===== config.mk =====
export PLATFORM = sky130hd
export DESIGN_NAME = multi_slot_timer_table
export DESIGN_NICKNAME = d
export VERILOG_FILES = /design/src/hw/rtl/mstt_pkg.sv /design/src/hw/rtl/mstt_ctrl.sv /design/src/hw/rtl/mstt_datapath.sv /design/src/hw/rtl/multi_slot_timer_table.sv
export SDC_FILE = /design/constraint.sdc
export NUM_CORES = 1
export LEC_CHECK = 0
export ABC_CLOCK_PERIOD_IN_PS = 6110
export CORE_MARGIN = 2
export CORE_UTILIZATION = 40
export CTS_CLUSTER_DIAMETER = 40
export DETAILED_ROUTE_END_ITERATION = 16
export DONT_BUFFER_PORTS = 1
export HOLD_SLACK_MARGIN = 0.08
export PLACE_DENSITY = 0.5
export SETUP_SLACK_MARGIN = 0.02
export SYNTH_ARGS = -nofsm -noshare
export SYNTH_HDL_FRONTEND = slang
export SYNTH_SLANG_ARGS = --single-unit

===== constraint.sdc =====
create_clock -name clk_i -period 6.11 [get_ports clk_i]
set_input_delay 0.3055 -clock clk_i [delete_from_list [all_inputs] [get_ports clk_i]]
set_output_delay 0.3055 -clock clk_i [all_outputs]
set_load 0.03 [all_outputs]

===== src/hw/rtl/mstt_pkg.sv =====
// Shared types and constants of the timer slot table.
// Item structs, request codes and controller/datapath handshake structs.
// No dependencies.
package mstt_pkg;

  // Table size and derived widths
  localparam int NUM_SLOTS = 8;
  localparam int IdxW      = (NUM_SLOTS > 1) ? $clog2(NUM_SLOTS) : 1;
  localparam int UsedW     = $clog2(NUM_SLOTS + 1);
  localparam int WideW     = (IdxW > 3) ? IdxW : 3;
  localparam int CmpW      = (UsedW > 3) ? UsedW : 3;
  localparam int MaskW     = 8;

  // Request codes
  localparam logic [2:0] REQ_START    = 3'd0;
  localparam logic [2:0] REQ_STOP     = 3'd1;
  localparam logic [2:0] REQ_TICK     = 3'd2;
  localparam logic [2:0] REQ_DISPATCH = 3'd3;
  localparam logic [2:0] REQ_CLEAR    = 3'd4;

  typedef struct packed {
    logic [2:0]  req_type;
    logic [15:0] delay_ticks;
    logic        periodic;
    logic [2:0]  slot_sel;
  } in_item_t;

  typedef struct packed {
    logic             status;
    logic [2:0]       slot_id;
    logic [MaskW-1:0] fired_mask;
  } out_item_t;

  // Controller to datapath
  typedef struct packed {
    logic load;
    logic exec_single;
    logic scan_step;
    logic out_load;
  } dp_cmd_t;

  // Datapath to controller
  typedef struct packed {
    logic is_scan;
    logic scan_empty;
    logic scan_last;
  } dp_status_t;

endpackage


===== src/hw/rtl/mstt_ctrl.sv =====
// Controller state machine of the timer slot table.
// Sequences capture, single action or slot scan, and result hand-off.
// Depends on mstt_pkg.
module mstt_ctrl import mstt_pkg::*; (
  input  logic       clk_i,
  input  logic       rst_ni,
  input  logic       in_valid_i,
  output logic       in_ready_o,
  output logic       out_valid_o,
  input  logic       out_ready_i,
  output dp_cmd_t    cmd_o,
  input  dp_status_t stat_i
);

  typedef enum logic [1:0] {
    StIdle,
    StExec,
    StScan,
    StResp
  } state_e;

  state_e state_q;
  logic   out_valid_q;

  assign in_ready_o  = (state_q == StIdle);
  assign out_valid_o = out_valid_q;

  // Decode commands from the current state
  always_comb begin
    cmd_o             = '0;
    cmd_o.load        = (state_q == StIdle) && in_valid_i;
    cmd_o.exec_single = (state_q == StExec) && !stat_i.is_scan;
    cmd_o.scan_step   = (state_q == StScan);
    cmd_o.out_load    = (state_q == StResp) && (!out_valid_q || out_ready_i);
  end

  // Hold state and the output valid flag
  always_ff @(posedge clk_i or negedge rst_ni) begin
    if (!rst_ni) begin
      state_q     <= StIdle;
      out_valid_q <= 1'b0;
    end else begin
      if (out_valid_q && out_ready_i) begin
        out_valid_q <= 1'b0;
      end
      case (state_q)
        StIdle: begin
          if (in_valid_i) begin
            state_q <= StExec;
          end
        end
        StExec: begin
          if (stat_i.is_scan && !stat_i.scan_empty) begin
            state_q <= StScan;
          end else begin
            state_q <= StResp;
          end
        end
        StScan: begin
          if (stat_i.scan_last) begin
            state_q <= StResp;
          end
        end
        StResp: begin
          if (!out_valid_q || out_ready_i) begin
            out_valid_q <= 1'b1;
            state_q     <= StIdle;
          end
        end
        default: begin
          state_q <= StIdle;
        end
      endcase
    end
  end

endmodule


===== src/hw/rtl/mstt_datapath.sv =====
// Datapath of the timer slot table: slot storage, scan index and result.
// Acts on commands from mstt_ctrl and reports scan status back.
// Depends on mstt_pkg.
module mstt_datapath import mstt_pkg::*; (
  input  logic       clk_i,
  input  logic       rst_ni,
  input  in_item_t   in_data_i,
  input  dp_cmd_t    cmd_i,
  output dp_status_t stat_o,
  output out_item_t  out_data_o
);

  // Slot storage: counts, delays and modes are written before they are read
  logic [15:0]      count_q [NUM_SLOTS];
  logic [15:0]      delay_q [NUM_SLOTS];
  logic             per_q   [NUM_SLOTS];
  logic [NUM_SLOTS-1:0] run_q;
  logic [UsedW-1:0] used_q;

  in_item_t         req_q;
  logic [IdxW-1:0]  idx_q;
  logic             status_q;
  logic [2:0]       id_q;
  logic [MaskW-1:0] mask_q;
  out_item_t        out_q;

  logic             full;
  logic [IdxW-1:0]  new_idx;
  logic             sel_ok;
  logic [WideW-1:0] sel_wide;
  logic [IdxW-1:0]  sel_idx;
  logic [WideW-1:0] idx_wide;
  logic [15:0]      cur_count;
  logic [15:0]      cur_delay;
  logic             cur_hit;

  assign full      = (used_q == UsedW'(NUM_SLOTS));
  assign new_idx   = used_q[IdxW-1:0];
  assign sel_wide  = WideW'(req_q.slot_sel);
  assign sel_idx   = sel_wide[IdxW-1:0];
  assign sel_ok    = (CmpW'(req_q.slot_sel) < CmpW'(used_q));
  assign idx_wide  = WideW'(idx_q);
  assign cur_count = count_q[idx_q];
  assign cur_delay = delay_q[idx_q];
  assign cur_hit   = (cur_count == cur_delay);

  // Report scan status
  assign stat_o.is_scan    = (req_q.req_type == REQ_TICK) ||
                             (req_q.req_type == REQ_DISPATCH) ||
                             (req_q.req_type == REQ_CLEAR);
  assign stat_o.scan_empty = (used_q == '0);
  assign stat_o.scan_last  = ((UsedW'(idx_q) + UsedW'(1)) == used_q);

  assign out_data_o = out_q;

  // Update slot payload
  always_ff @(posedge clk_i) begin
    if (cmd_i.exec_single) begin
      case (req_q.req_type)
        REQ_START: begin
          if (!full) begin
            count_q[new_idx] <= '0;
            delay_q[new_idx] <= req_q.delay_ticks;
            per_q[new_idx]   <= req_q.periodic;
          end
        end
        REQ_STOP: begin
          if (sel_ok && run_q[sel_idx]) begin
            count_q[sel_idx] <= '0;
          end
        end
        default: begin
        end
      endcase
    end
    if (cmd_i.scan_step) begin
      case (req_q.req_type)
        REQ_TICK: begin
          if (run_q[idx_q] && (cur_count < cur_delay)) begin
            count_q[idx_q] <= cur_count + 16'd1;
          end
        end
        REQ_DISPATCH: begin
          if (cur_hit) begin
            count_q[idx_q] <= '0;
          end
        end
        REQ_CLEAR: begin
          count_q[idx_q] <= '0;
        end
        default: begin
        end
      endcase
    end
  end

  // Track allocation and run flags
  always_ff @(posedge clk_i or negedge rst_ni) begin
    if (!rst_ni) begin
      run_q  <= '0;
      used_q <= '0;
    end else begin
      if (cmd_i.exec_single) begin
        case (req_q.req_type)
          REQ_START: begin
            if (!full) begin
              run_q[new_idx] <= 1'b1;
              used_q         <= used_q + UsedW'(1);
            end
          end
          REQ_STOP: begin
            if (sel_ok && run_q[sel_idx]) begin
              run_q[sel_idx] <= 1'b0;
            end
          end
          default: begin
          end
        endcase
      end
      if (cmd_i.scan_step && (req_q.req_type == REQ_DISPATCH) &&
          cur_hit && !per_q[idx_q]) begin
        run_q[idx_q] <= 1'b0;
      end
    end
  end

  // Capture the item, build the result and advance the scan
  always_ff @(posedge clk_i) begin
    if (cmd_i.load) begin
      req_q    <= in_data_i;
      idx_q    <= '0;
      status_q <= 1'b0;
      id_q     <= '0;
      mask_q   <= '0;
    end
    if (cmd_i.exec_single) begin
      case (req_q.req_type)
        REQ_START: begin
          if (full) begin
            status_q <= 1'b1;
          end else begin
            id_q <= 3'(used_q);
          end
        end
        REQ_STOP: begin
          if (!(sel_ok && run_q[sel_idx])) begin
            status_q <= 1'b1;
          end
        end
        default: begin
          status_q <= 1'b1;
        end
      endcase
    end
    if (cmd_i.scan_step) begin
      idx_q <= idx_q + IdxW'(1);
      if ((req_q.req_type == REQ_DISPATCH) && cur_hit &&
          (32'(idx_wide) < 32'(MaskW))) begin
        mask_q[idx_wide[2:0]] <= 1'b1;
      end
    end
    if (cmd_i.out_load) begin
      out_q.status     <= status_q;
      out_q.slot_id    <= id_q;
      out_q.fired_mask <= mask_q;
    end
  end

endmodule


===== src/hw/rtl/multi_slot_timer_table.sv =====
// Top level of the timer slot table: controller plus datapath.
// Depends on mstt_pkg, mstt_ctrl and mstt_datapath.
//
//   channel | signals                          | payload
//   --------+----------------------------------+-----------
//   input   | in_valid_i / in_ready_o          | in_item_t
//   output  | out_valid_o / out_ready_i        | out_item_t
//
// Start, stop and unknown requests pass from accept through the execute state
// to the result state. Tick, dispatch and clear-all scan one allocated slot per
// cycle in the scan state; with no allocated slot that state is skipped.
// The next item is taken as soon as the result moves to the output register,
// even while that result waits; a held result stalls only the one after it.
// Reset frees all slots and empties the output; no clearing pass is needed.
module multi_slot_timer_table import mstt_pkg::*; (
  input  logic      clk_i,
  input  logic      rst_ni,
  input  logic      in_valid_i,
  output logic      in_ready_o,
  input  in_item_t  in_data_i,
  output logic      out_valid_o,
  input  logic      out_ready_i,
  output out_item_t out_data_o
);

  dp_cmd_t    cmd;
  dp_status_t stat;

  mstt_ctrl u_ctrl (
    .clk_i       (clk_i),
    .rst_ni      (rst_ni),
    .in_valid_i  (in_valid_i),
    .in_ready_o  (in_ready_o),
    .out_valid_o (out_valid_o),
    .out_ready_i (out_ready_i),
    .cmd_o       (cmd),
    .stat_i      (stat)
  );

  mstt_datapath u_datapath (
    .clk_i      (clk_i),
    .rst_ni     (rst_ni),
    .in_data_i  (in_data_i),
    .cmd_i      (cmd),
    .stat_o     (stat),
    .out_data_o (out_data_o)
  );

endmodule

==> results.sh, run 1 <==
export IMPL_outcome="completed"
export IMPL_viasPerCell=5.43
export IMPL_finalCriticalPeriod_ns=4.84
export IMPL_postLayoutCoreUtil_pct=47.3
export IMPL_synthArstFlopShare_pct=4.52
export IMPL_maxCapViolCount=0
export IMPL_synth_cells=753
export IMPL_clk_pin_slew_worst_paths_ns=0.05
export IMPL_cpMostUsedCell="a211oi_1"
export IMPL_hp_class="in -> async"
export IMPL_fmax_mhz=207
export IMPL_critPathMaxFanout=34
export IMPL_grt_usage_pct=17.0
export IMPL_synth_area_mm2=0.0139
export IMPL_drc_errors=0
export IMPL_cts_inserted_buffers=45
export IMPL_synth_adder_area_share_pct=2.35
export IMPL_dp_hpwl_mm=18.6
export IMPL_powerDensity_mw_per_mm2=459
export IMPL_dr_pass1_iters=5
export IMPL_ant_nets=0
export IMPL_crit_type="reg -> reg"
export IMPL_dr_first_iter_drc_count=553
export IMPL_cts_sinks=332
export IMPL_worst_slew_pin_slew_ns=1.05
export IMPL_synth_mux_area_share_pct=14.4
export IMPL_path_cells="buf_4 > mux4_2 > mux2i_1 > ha_1 > a211oi_1 > o311a_1 > o21ai_0 > a211oi_1 > nand2_1 > nor3b_1"
export IMPL_cts_root_buffer="clkbuf_16"
export IMPL_portBuffers=0
export IMPL_globalplace_congestion=0.852
export IMPL_finalHoldViolCount=0
export IMPL_syn2layout_area_growth_pct=17.1
export IMPL_p_leak_nw=5.63
export IMPL_ys_warn_count=0
export IMPL_max_stage_delay_ns=0.82
export IMPL_grt_pass1_vias=7439
export IMPL_tns_ns=0
export IMPL_globalRouteOverflowTotal=0
export IMPL_crit_arrival_ns=5.04
export IMPL_r2r_slack_ns=1.27
export IMPL_startpoint_type="flip-flop"
export IMPL_fp_dieW_um=190
export IMPL_max_vdd_ir_drop_v=0.000361
export IMPL_cts_tree="built"
export IMPL_ys_seq_area_share_pct=70.3
export IMPL_ctsLongestPathBuffers=3
export IMPL_ys_top_cells_by_area="edfxtp_1, mux4_2, dfrtp_1, mux4_1, ha_1"
export IMPL_yosys_area_top_type="edfxtp_1"
export IMPL_finClkSkew_ns=0.0259
export IMPL_period_share_pct=79.1
export IMPL_synthTopCellsByCount="edfxtp_1, mux4_2, nand2_1"
export IMPL_max_slew_margin_pct=29.5
export IMPL_fillers=2893
export IMPL_synth_cell_types=71
export IMPL_core_area_mm2=0.0343
export IMPL_placementRows=68
export IMPL_worstRegToRegCells=10
export IMPL_grt_start_max_net_pins=35
export IMPL_die_area_mm2=0.0362
export IMPL_cts_resized=0
export IMPL_worst_r2r_endpoint="u_datapath.count_q[2][8]"
export IMPL_synth_xor_area_share_pct=0.822
export IMPL_cp_slowest_cell="nor3b_1"
export IMPL_synth_most_common_cell="edfxtp_1"
export IMPL_ioPinCount=41
export IMPL_synth_ff_type="edfxtp_1"
export IMPL_num_antenna_cells=0
export IMPL_required_ns=6.31
export IMPL_syn_avg_cell_area_um2=18.4
export IMPL_grt_pass1_wl_mm=45.6
export IMPL_cts_htree_levels=2
export IMPL_wl_mm=29.8
export IMPL_clk_latency_ns=0.54
export IMPL_antenna_found_initial=0
export IMPL_dieHeight_um=190
export IMPL_ys_seq_elements=332
export IMPL_p_total_mw=7.46
export IMPL_slew_viol_final=0
export IMPL_vias=7103
export IMPL_setup_violations=0
export IMPL_synth_edf_count=302
export IMPL_nets=872
export IMPL_synth_compound_area_share_pct=5.10
export IMPL_wire_per_inst_um=22.8
export IMPL_synthesis_nets=806
export IMPL_synth_top_area_share_pct=65.4
export IMPL_synth_top_family_by_area="multiplexers"
export IMPL_synthSimpleGateAreaFrac_pct=4.70
export IMPL_crit_end="u_datapath.count_q[2][8]"
export IMPL_drive_gt1_share_pct=22.1
export IMPL_end_kind="flip-flop"
export IMPL_initial_core_util_pct=40.4
export IMPL_rsz0062_at_grt="false"
-- layout make-up --
class | instances | area [µm²] | share of cell area [%]
Inverter | 25 | 93.8 | 0.578
Timing Repair Buffer | 48 | 450 | 2.77
Clock buffer | 54 | 1220 | 7.54
Tap cell | 455 | 569 | 3.51
Clock inverter | 26 | 292 | 1.80
Multi-Input combinational cell | 367 | 3850 | 23.7
Sequential cell | 332 | 9750 | 60.1
-- layout by cell type (no fill, tap or decap), types with 3 or more instances in the layout --
| cell | synthesis | routed |
|---|---|---|
| edfxtp_1 | 302 | 302 |
| mux4_2 | 52 | 52 |
| clkbuf_16 | 0 | 48 |
| nand2_1 | 31 | 31 |
| nor2_1 | 30 | 26 |
| ha_1 | 26 | 26 |
| dlygate4sd3_1 | 0 | 26 |
| mux2i_1 | 25 | 25 |
| inv_1 | 24 | 24 |
| buf_4 | 2 | 20 |
| a21oi_1 | 17 | 17 |
| dfrtp_1 | 15 | 15 |
| mux4_1 | 14 | 14 |
| nand3_1 | 13 | 13 |
| mux2_2 | 12 | 12 |
| dfxtp_1 | 15 | 12 |
| nor3_1 | 10 | 9 |
| o21ai_0 | 11 | 9 |
| xnor2_1 | 9 | 9 |
| nor2b_1 | 8 | 8 |
| o22ai_1 | 10 | 8 |
| a31oi_1 | 8 | 8 |
| nand2b_1 | 7 | 7 |
| a21o_1 | 7 | 7 |
| clkbuf_1 | 8 | 6 |
| a22o_1 | 5 | 5 |
| nand4_1 | 5 | 5 |
| clkinvlp_4 | 0 | 5 |
| nor4_1 | 4 | 4 |
| a211oi_1 | 4 | 4 |
| xor2_1 | 4 | 4 |
| clkinv_2 | 0 | 4 |
| clkinv_4 | 0 | 4 |
| bufinv_16 | 0 | 4 |
| a32o_1 | 3 | 3 |
| and2_1 | 3 | 3 |
| o21a_1 | 3 | 3 |
| nor2_2 | 0 | 3 |
| o31ai_1 | 5 | 3 |
| inv_6 | 0 | 3 |
-- state kept, by name (all words and copies together) (netlist names), named ones only --
name,count
u_datapath.count_q,128
u_datapath.delay_q,128
u_datapath.req_q,20
u_datapath.out_data_o,12
u_datapath.mask_q,8
u_datapath.per_q,8
u_datapath.run_q,8
u_datapath.used_q,4
u_datapath.id_q,3
u_datapath.idx_q,3
u_datapath.sel_idx,3
u_ctrl.state_q,2
u_ctrl.out_valid_o,1
u_datapath.status_q,1
-- worst min-delay path by stage --
stage | from | endpoint | depth (start not counted)
after floorplan | rst_ni | u_ctrl.out_valid_o | 0
after global placement | rst_ni | u_ctrl.out_valid_o | 0
after detailed placement | rst_ni | u_ctrl.out_valid_o | 0
after CTS | in_valid_i | u_datapath.mask_q[3] | 3
after global routing | rst_ni | u_datapath.used_q[2] | 1
final | rst_ni | u_datapath.used_q[2] | 1
-- metrics by stage --
step	cells	instance area (µm²)	setup slack, ns	hold WS [ns]
after floorplan	753	13900	0.893	0.00991
after global placement	1201	14500	1.36	0.0103
after detailed placement	1201	14500	1.17	0.0104
after CTS	1307	16200	1.08	0.268
after global routing	1307	16200	0.831	0.352
final	1307	16200	1.27	0.294
-- worst max-delay path: cells and delay by family, from the launching register on --
| family | cells | cell delay, ns |
|---|---|---|
| fa+ha+maj | 1 | 0.29 |
| compound gates | 4 | 1.10 |
| buf+inv | 1 | 0.55 |
| flops | 1 | 0.71 |
| simple gates | 2 | 1.20 |
| mux | 2 | 0.61 |
-- routing by layer --
metal / share of wire, % / GRT usage (%) / vias to the layer above
li1: - / - / 3195
met3: 4.5 / 3.27 / 42
met2: 50 / 28.9 / 182
met5: 0 / 0 / -
met4: 1.8 / 4.44 / 0
met1: 43 / 22.5 / 3684
-- logic make-up after synthesis --
group	Yosys count
flops	332
simple gates	125
mux	107
compound gates	96
buf+inv	54
fa+ha+maj	26
xor+xnor	13
-- power breakdown --
part | switching, mW | internal (mW)
logic | 0.985 | 0.851
registers | 0.352 | 2.70
clock network | 0.959 | 1.61
total | 2.30 | 5.16
-- what timing repair did --
item / 4_1_cts / 5_1_grt
endpoints found under the hold margin: 40 / 0
hold buffers: 26 / 0
buffers inserted: 0 / 0
(Power assumes the default switching activity.)
==> run 2: changes to the inputs <==
--- a/config.mk
+++ b/config.mk
@@ -5,14 +5,14 @@
 export SDC_FILE = /design/constraint.sdc
 export NUM_CORES = 1
 export LEC_CHECK = 0
-export ABC_CLOCK_PERIOD_IN_PS = 6110
+export ABC_CLOCK_PERIOD_IN_PS = 4200
 export CORE_MARGIN = 2
 export CORE_UTILIZATION = 40
 export CTS_CLUSTER_DIAMETER = 40
 export DETAILED_ROUTE_END_ITERATION = 16
 export DONT_BUFFER_PORTS = 1
 export HOLD_SLACK_MARGIN = 0.08
-export PLACE_DENSITY = 0.5
+export PLACE_DENSITY = 0.52
 export SETUP_SLACK_MARGIN = 0.02
 export SYNTH_ARGS = -nofsm -noshare
 export SYNTH_HDL_FRONTEND = slang
==> constraint.sdc (replaced) <==
create_clock -name clk_i -period 4.2 [get_ports clk_i]
set_input_delay 0.21 -clock clk_i [delete_from_list [all_inputs] [get_ports clk_i]]
set_output_delay 0.21 -clock clk_i [all_outputs]
set_load 0.03 [all_outputs]
==> results.sh, run 2 (synthesis gave the netlist of run 1 again) <==
export IMPL_fillers=2893
export IMPL_r2r_slack_ns=0.36
export IMPL_reg_top3="u_datapath.count_q (128), u_datapath.delay_q (128), u_datapath.req_q (20)"
export IMPL_switching_share_pct=31.1
export IMPL_globalRouteOverflowTotal=0
export IMPL_worst_r2r_endpoint="u_datapath.count_q[7][6]"
export IMPL_switching_power_mw=3.39
export IMPL_cts_root_buffer="clkbuf_16"
export IMPL_fp_dieW_um=190
export IMPL_drive_gt1_share_pct=25.3
export IMPL_seq_area_mm2=0.00975
export IMPL_grt_start_max_net_pins=35
export IMPL_critPathMaxFanout=8
export IMPL_finClkSkew_ns=0.0208
export IMPL_crit_type="reg -> reg"
export IMPL_final_cell_mix="edfxtp_1, mux4_2, buf_4, clkbuf_16, nand2_1"
export IMPL_p_clk_share_pct=33.0
export IMPL_vias=7262
export IMPL_viasPerCell=5.42
export IMPL_core_area_mm2=0.0343
export IMPL_powerDensity_mw_per_mm2=659
export IMPL_slew_viol_final=0
export IMPL_dr_first_iter_drc_count=491
export IMPL_power_frac_comb_pct=27.5
export IMPL_final_common_cell="edfxtp_1"
export IMPL_place_worst_setup_slack_ns=-0.000433
export IMPL_dp_hpwl_mm=19.1
export IMPL_cts_inserted_buffers=43
export IMPL_dr_pass1_iters=5
export IMPL_hold_depth=3
export IMPL_num_antenna_cells=0
export IMPL_clk_pin_slew_worst_paths_ns=0.06
export IMPL_wire_per_inst_um=21.9
export IMPL_grt_usage_pct=16.7
export IMPL_p_leak_nw=5.82
export IMPL_met3_usage_pct=2.75
export IMPL_max_slew_margin_pct=35.2
export IMPL_hp_class="in -> reg"
export IMPL_met2_usage_pct=27.5
export IMPL_required_ns=4.59
export IMPL_p_total_mw=10.9
export IMPL_globalplace_congestion=0.826
export IMPL_placementRows=68
export IMPL_maxCapViolCount=0
export IMPL_whs_ns=0.164
export IMPL_dieHeight_um=190
export IMPL_grt_pass1_vias=7545
export IMPL_outcome="completed"
export IMPL_finalCriticalPeriod_ns=3.84
export IMPL_crit_arrival_ns=4.23
export IMPL_holdPathEnd="u_datapath.mask_q[5]"
export IMPL_clk_latency_ns=0.55
export IMPL_worstRegToRegCells=15
export IMPL_wl_mm=29.3
export IMPL_cts_tree="built"
export IMPL_finalHoldViolCount=0
export IMPL_max_vdd_ir_drop_v=0.000391
export IMPL_portBuffers=0
export IMPL_ioPinCount=41
export IMPL_postLayoutCoreUtil_pct=48.2
export IMPL_layoutNonFillerInstCount=1339
export IMPL_multi_input_area_mm2=0.00387
export IMPL_startpoint_type="flip-flop"
export IMPL_cts_sinks=332
export IMPL_setup_violations=0
export IMPL_finalWorstSetupSlack_ns=0.361
export IMPL_end_kind="flip-flop"
export IMPL_min_from="in_valid_i"
export IMPL_antenna_found_initial=0
export IMPL_sequentialPowerShare_pct=39.5
export IMPL_die_area_mm2=0.0362
export IMPL_rsz0062_at_grt="false"
export IMPL_drc_errors=0
export IMPL_fmax_mhz=260
export IMPL_grt_pass1_wl_mm=44.8
export IMPL_nets=905
export IMPL_post_cts_buffers=0
export IMPL_grtUsageMet1_pct=22.4
export IMPL_intPower_mw=7.51
export IMPL_initial_core_util_pct=40.4
export IMPL_cts_htree_levels=2
export IMPL_period_share_pct=91.4
export IMPL_placed_cells=1236
export IMPL_ant_nets=0
export IMPL_ctsLongestPathBuffers=3
export IMPL_busiest_layer="met2"
export IMPL_worst_slew_pin_slew_ns=0.966
export IMPL_syn2layout_area_growth_pct=19.4
[run 2: cell count changes in the layout (fill, tap and decap cells not counted), moves of 2 or more]
cell	change
inv_6	+4
clkbuf_16	-4
buf_12	+8
buf_4	+27
clkinvlp_4	-4
clkbuf_1	-2
[run 2: power groups by stage]
stage	clock network, mW	logic [mW]	registers [mW]
floorplan	0	2.31	4.17
global placement	0	2.94	4.36
detailed placement	0	2.99	4.38
CTS	3.68	3.03	4.31
global route	3.82	3.29	4.34
finish	3.60	3.00	4.31
[run 2: final cells by class]
cell class / instances / share of cell area (%)
multi-input combinational: 367 / 23.4
tap: 455 / 3.44
inverter: 25 / 0.567
sequential: 332 / 59.0
clock inverter: 29 / 1.94
timing repair buffer: 83 / 4.92
clock buffer: 48 / 6.75
[run 2: critical path, cell delays in order, from the launching register on]
cell and delay [ns]:
dfxtp_4 0.41, buf_4 0.19, buf_4 0.21, mux4_2 0.55, mux2i_4 0.21, inv_2 0.09
ha_1 0.20, a211oi_1 0.32, o311a_1 0.22, o21ai_0 0.10, a211oi_2 0.22, buf_4 0.17
nand2_2 0.13, buf_4 0.20, a311oi_1 0.25, buf_4 0.21
[run 2: how the worst max path moves through the flow]
stage,start,to,slack (ns)
finish,flip-flop,u_datapath.count_q[7][6],0.36
CTS,flip-flop,u_datapath.count_q[0][15],0.12
detailed placement,flip-flop,u_datapath.count_q[6][10],-0.0004
floorplan,flip-flop,u_datapath.count_q[7][0],-0.19
global route,flip-flop,u_datapath.count_q[5][6],0.12
global placement,flip-flop,u_datapath.count_q[6][9],0.10
[run 2: metal layers]
metal / vias up / part of all wire [%]
met5: - / 0
met4: 0 / 2.3
met1: 3768 / 44
li1: 3287 / -
met3: 46 / 4.5
met2: 161 / 50
[run 2: what timing repair did]
action	CTS	global route
endpoints found under the hold margin	41	0
hold buffers	26	0
setup endpoints to repair	40	144
resized for setup	1	6
[run 2: per-stage QoR]
| step | setup TNS, ns | instance area [µm²] |
|---|---|---|
| finish | 0 | 16500 |
| global route | 0 | 16500 |
| CTS | 0 | 16500 |
| detailed placement | -0.00107 | 14800 |
| global placement | 0 | 14800 |
| floorplan | -16.61 | 13900 |
